**src/dtps_pkg.sv**
```systemverilog
// Shared types and constants for the depth tested pixel store.
// Holds the command codes, field widths, controller states and the
// command and status structs between the controller and the datapath.
package dtps_pkg;

    localparam int POS_W      = 12;
    localparam int SPAN_W     = POS_W + 1;
    localparam int FDEPTH_W   = 24;
    localparam int RGBA_W     = 32;
    localparam int SIZE_REG_W = 9;
    localparam int CMD_W      = 2;
    localparam int CFG_IDX_W  = 2;
    localparam int CFG_DATA_W = 32;
    localparam int IN_TDATA_W  = 88;
    localparam int OUT_TDATA_W = 64;

    localparam logic [CFG_IDX_W-1:0] CFG_FRAME_WIDTH  = 2'd0;
    localparam logic [CFG_IDX_W-1:0] CFG_FRAME_HEIGHT = 2'd1;
    localparam logic [CFG_IDX_W-1:0] CFG_CLEAR_RGBA   = 2'd2;
    localparam logic [CFG_IDX_W-1:0] CFG_CLEAR_DEPTH  = 2'd3;

    localparam logic [SIZE_REG_W-1:0] FRAME_SIZE_RESET = 9'd256;

    typedef enum logic [CMD_W-1:0] {
        CMD_DRAW  = 2'd0,
        CMD_CLEAR = 2'd1,
        CMD_READ  = 2'd2
    } t_cmd;

    typedef enum logic [2:0] {
        ST_INIT_CLR,
        ST_IDLE,
        ST_LOCATE,
        ST_FETCH,
        ST_UPDATE,
        ST_SWEEP,
        ST_DONE
    } t_state;

    typedef struct packed {
        logic capture;
        logic sweep;
        logic sweep_init;
        logic update;
        logic emit;
    } t_ctrl_cmd;

    typedef struct packed {
        t_cmd op;
        logic sweep_last;
    } t_ctrl_stat;

endpackage

```
**src/dtps_ctrl.sv**
```systemverilog
// Controller state machine of the depth tested pixel store.
// Sequences capture, locate, fetch, update and clear sweeps, and owns
// the stream handshakes. Depends on dtps_pkg.
module dtps_ctrl
    import dtps_pkg::*;
(
    input  logic       i_clk,
    input  logic       i_rst_n,
    input  logic       i_s_valid,
    output logic       o_s_ready,
    output logic       o_m_valid,
    input  logic       i_m_ready,
    input  t_ctrl_stat i_stat,
    output t_ctrl_cmd  o_cmd
);

    t_state r_state;
    t_state n_state;
    logic   r_m_valid;
    logic   n_m_valid;

    always_ff @(posedge i_clk) begin
        if (!i_rst_n) begin
            r_state   <= ST_INIT_CLR;
            r_m_valid <= 1'b0;
        end else begin
            r_state   <= n_state;
            r_m_valid <= n_m_valid;
        end
    end

    always_comb begin
        n_state   = r_state;
        o_cmd     = '0;
        o_s_ready = 1'b0;
        n_m_valid = r_m_valid && !i_m_ready;
        case (r_state)
            ST_INIT_CLR: begin
                o_cmd.sweep      = 1'b1;
                o_cmd.sweep_init = 1'b1;
                if (i_stat.sweep_last) begin
                    n_state = ST_IDLE;
                end
            end
            ST_IDLE: begin
                o_s_ready = 1'b1;
                if (i_s_valid) begin
                    o_cmd.capture = 1'b1;
                    n_state       = ST_LOCATE;
                end
            end
            ST_LOCATE: begin
                case (i_stat.op)
                    CMD_DRAW, CMD_READ: n_state = ST_FETCH;
                    CMD_CLEAR:          n_state = ST_SWEEP;
                    default:            n_state = ST_DONE;
                endcase
            end
            ST_FETCH: begin
                n_state = ST_UPDATE;
            end
            ST_UPDATE: begin
                o_cmd.update = 1'b1;
                n_state      = ST_DONE;
            end
            ST_SWEEP: begin
                o_cmd.sweep = 1'b1;
                if (i_stat.sweep_last) begin
                    n_state = ST_DONE;
                end
            end
            ST_DONE: begin
                if (!r_m_valid || i_m_ready) begin
                    o_cmd.emit = 1'b1;
                    n_m_valid  = 1'b1;
                    n_state    = ST_IDLE;
                end
            end
            default: begin
                n_state = ST_IDLE;
            end
        endcase
    end

    assign o_m_valid = r_m_valid;

endmodule

```
**config.mk**
```make
export PLATFORM = sky130hd
export DESIGN_NAME = dtps_ctrl
export DESIGN_NICKNAME = d
export VERILOG_FILES = /design/src/dtps_pkg.sv /design/src/dtps_ctrl.sv
export SDC_FILE = /design/constraint.sdc
export NUM_CORES = 1
export LEC_CHECK = 0
export CAP_MARGIN = 20
export CORE_AREA = 3 3 40 42
export DETAILED_ROUTE_END_ITERATION = 8
export DIE_AREA = 0 0 43 45
export DONT_BUFFER_PORTS = 1
export GPL_TIMING_DRIVEN = 0
export MAX_ROUTING_LAYER = met4
export PLACE_DENSITY_LB_ADDON = 0.1
export SLEW_MARGIN = 20
export SYNTH_ARGS = -nofsm -noshare
export SYNTH_HDL_FRONTEND = slang
export SYNTH_SLANG_ARGS = --single-unit
export TNS_END_PERCENT = 5
```
**constraint.sdc**
```tcl
create_clock -name i_clk -period 1.3 [get_ports i_clk]
set_input_delay 0.195 -clock i_clk [delete_from_list [all_inputs] [get_ports i_clk]]
set_output_delay 0.195 -clock i_clk [all_outputs]
set_load 0.005 [all_outputs]
```
# Yosys cells after proc, flatten, opt, wreduce, memory -nomap -nowiden
# Cells that the tools add are included.
word_totals:
  regBits: 4
  input_bits: 7
  out_inout_bits: 7
  elab_cells: 39
classes:
  eq_ne: 12
  mux: 16
  reduce_logical: 9
ops:
  columns: ["operator", "n"]
  rows:
  - ["3-bit case mux with 7 select lines", 1]
  - ["3-bit two-way mux", 4]
  - ["1-bit two-way mux", 10]
  - ["3-bit == test (second input constant)", 3]
  - ["2-bit inequality test (second input constant)", 4]
  - ["3-bit by 2-bit == test with 1-bit output (second input constant)", 2]
  - ["3-bit case mux with 2 select lines", 1]
  - ["4-bit AND reduction", 1]
  - ["2-bit OR reduction", 2]
  - ["3-bit by 1-bit == test with 1-bit output (second input constant)", 1]
  - ["3-bit zero test", 1]
  - ["2-bit by 1-bit == test with 1-bit output (second input constant)", 1]
  - ["2-bit == test (second input constant)", 1]
  - ["1-bit zero test", 2]
  - ["2-bit zero test", 1]
  - ["1-bit logical AND", 1]
  - ["1-bit logical OR", 1]

# Depth between registers and ports, before layout
logic_depth:
  depth_word: 4
  ltp_mapped: 5

# Worst setup path after synthesis
# Ideal clock, no wire load.
synth_timing:
  kind: "register -> register"
  start: "reg r_state[0]"
  end: "reg r_state[1]"
  setup_ps: 120
  arrival_time_ps: 910
  t_required_ps: 1180
  slack_ps: 270
  stages_incl_launch_ff: 6
  n_path_buf: 1
  path_cell_list: "dfxtp_1 -> buf_6 -> inv_4 -> nand3_1 -> nor2_1 -> o31a_1"
synth_between:
  elab_chain_cells: 3
  word_cells_on_any_way: 13
  classes_between: "eq/ne: 10; mux: 1; reduce/logical: 2"
synth_lines:
  columns: ["item", "line", "text"]
  rows:
  - ["start, declared", "dtps_ctrl.sv:17", "t_state r_state;"]
  - ["start signal, assigned", "dtps_ctrl.sv:27", "r_state <= n_state;"]
  - ["3-bit == test (tied with other cells)", "dtps_ctrl.sv:37", "case (r_state)"]
  - ["2-bit inequality test (no line)", null, null]
  - ["4-bit AND reduction (no line)", null, null]
# Several ways; a longest one is shown, not always the timed one.
# A chain may end at the register's enable or synchronous reset.

==> flow_summary.toml <==
[clocking]
h-tree-depth = 1
path_clk_slew_ns = 0.04
clk-insertion-delay-late_ns = 0.23
cts_tree = "built"
cts_buffers = 3
clockBufferDepth = 2
cts_sinks = 4
cts-root-buf = "clkbuf_4"

[power_and_ir_drop]
swShare_pct = 38.2
power_frac_comb_pct = 55.4
pwr-share-clk_pct = 19.5
seq_power_share_pct = 25.1
switchingPower_uw = 290
irDropWorstVdd_mv = 0.601
p_int_uw = 469
p_per_area_mw_per_mm2 = 1870
leakage_uw = 0.000169

[floorplan]
start_util_pct = 24.6
dieWidth_um = 43
num_rows = 13
coreArea_sq_mm = 0.00128
die_h_um = 45
io_pins = 14
dieArea_sq_mm = 0.00194

[logic_synthesis]
synth_common_cells = "dfxtp_1 (4), nor2_1 (4), nand2b_1 (3), nand3_1 (3), nor3_1 (3)"
ys.flop_type = "dfxtp_1"
synthArstFlopShare_pct = 0
synth_top_area_cell = "dfxtp_1"
ys_seq_area_share_pct = 25.3
synth.avg_cell_area_sq_um = 7.91
synth_warnings = 0
synth-edff-count = 0
synth_nets = 47
synthTopCellsByArea = "dfxtp_1 (25%), buf_6 (7.1%), nand2b_1 (5.9%)"
ys_types = 24
synth_seq_cells = 4
netlist_instances = 40
netlist_area_sq_um = 317
synth_top_area_share_pct = 25.3

[sta]
max_freq_mhz = 809
finalCritPeriodShare_pct = 95.1
slew_headroom_pct = 83.6
maxSlewViolCount = 0
finalHoldViolations = 0
finalClockSkew_ns = 0.00438
tightest_slew_ns = 0.244
setup_tns_ns = 0
layout_min_cycle_time_ns = 1.24
setup_viol = 0
fin_hold_ws_ns = 0.0882

[hold_path]
hold_path_depth = 1
min_from = "i_rst_n"
hold_class = "in -> reg"

[global_routing]
grtUsageTotal_pct = 10.1
grt_max_degree = 11
grt_first_pass_wirelength_um = 1390
antenna_found_initial = 0
overflow = 0
grt_pass1_vias = 325

[finish]
postLayoutCellArea_sq_um = 407
final_cells = 61
layout-drive-gt1-share_pct = 32.6
nets = 55
diodes = 0
syn_to_final_growth_pct = 28.5

[place]
hpwl_um = 575
dp.cells = 55
io_buffers = 0
dpl-instance-area_sq_um = 335
gp_congestion = 0.755

[detailed_routing]
routed_via_density = 4.98
antenna_left = 0
num_vias = 304
drcViolationCount = 0
dr.pass1.iters = 2
drt-total-wl_um = 740
wire_per_inst_um = 12.1
dr.first_iter.drc_count = 1

[worst_setup_path]
crit_required_ns = 1.11
r2r_end = "r_state[0]$_SDFFE_PN0P_"
worst-endpoint-arrival_ns = 1.04
rr_worst_depth = 6
crit_type = "reg -> out"
worstReg2RegStart = "r_state[0]$_SDFFE_PN0P_"
reg2reg_slack_ns = 0.12
startpoint_type = "flop"
crit_end = "o_cmd[3]"
crit_fanout = 10
endpoint_kind = "output pin"
worstSetupStartpoint = "r_state[2]$_SDFFE_PN0P_"

[run]
max_cap_violations = 0

[outcome]
status = "finished clean"
through the flow:
step / setup WS (ns) / utilization, % / total power, uW
2_1_floorplan: 0.270 / - / 465
3_3_place_gp: 0.166 / 26.1 / 521
6_report: 0.0632 / 31.6 / 759
5_1_grt: -0.000487 / 31.6 / 841
4_1_cts: 0.00400 / 30.2 / 753
3_5_place_dp: 0.165 / 26.1 / 522
routing by layer:
| metal | up-vias | routed length (um) | global-route usage (%) |
|---|---|---|---|
| met5 | - | 0 | - |
| met4 | 0 | 5 | 9.04 |
| met3 | 2 | 102 | 5.58 |
| met2 | 14 | 331 | 12.6 |
| met1 | 134 | 301 | 11.4 |
| li1 | 154 | - | - |
critical path, cell delays in order, from the launching register on:
cell     delay [ns]
dfxtp_1        0.43
buf_6          0.18
xor2_1         0.14
nor2_1         0.07
flip-flops by register name, indices dropped and copies added, names as in the netlist:
register / flops
o_m_valid: 1
r_state: 3
final cells by class:
cell class                 count  area, sq um
tap                           15         18.8
clock buffer                   3         22.5
sequential                     4         82.6
inverter                       1         6.26
fill                         150          878
buffer                         3         33.8
timing repair buffer           3         22.5
multi-input combinational     32          220
power groups by stage:
stage | Sequential, uW | Combinational, uW | Clock [uW]
after detailed placement | 181 | 341 | 0
after global routing | 195 | 477 | 170
after global placement | 182 | 339 | 0
final | 190 | 420 | 148
after floorplan | 176 | 289 | 0
after CTS | 183 | 409 | 161
repair_timing:
item                       CTS  global route
resized for setup            3             4
hold buffers                 0             0
setup endpoints to repair    1             2
hold endpoints to repair     0             0
cloned                       0             0
buffers inserted             3             0
worst min-delay path by stage:
stage	endpoint	slack, ns
4_1_cts	r_state[1]$_SDFFE_PN0P_	0.08
6_report	r_state[0]$_SDFFE_PN0P_	0.09
3_5_place_dp	r_state[1]$_SDFFE_PN0P_	0.34
5_1_grt	r_state[0]$_SDFFE_PN0P_	0.07
3_3_place_gp	r_state[1]$_SDFFE_PN0P_	0.33
2_1_floorplan	r_state[1]$_SDFFE_PN0P_	0.32
cells in the final DEF, fill, tap and decap left out, drive strengths merged, types with 2 or more instances in the layout:
cell | netlist | layout
nor3 | 3 | 3
nand2b | 3 | 3
buf | 3 | 6
a21boi | 2 | 2
nor2 | 4 | 4
o21ai | 3 | 3
clkbuf | 0 | 3
nand3 | 3 | 3
dfxtp | 4 | 4
nand2 | 2 | 2
cells by family after synthesis:
family	count (synthesis)	synth area share [%]
AO/OA/AOI/OAI	10	24.1
XOR/XNOR	1	2.77
buffers and inverters	4	10.7
flip-flops	4	25.3
AND/OR/NAND/NOR	21	37.2
Power figures use the tool's default switching activity.
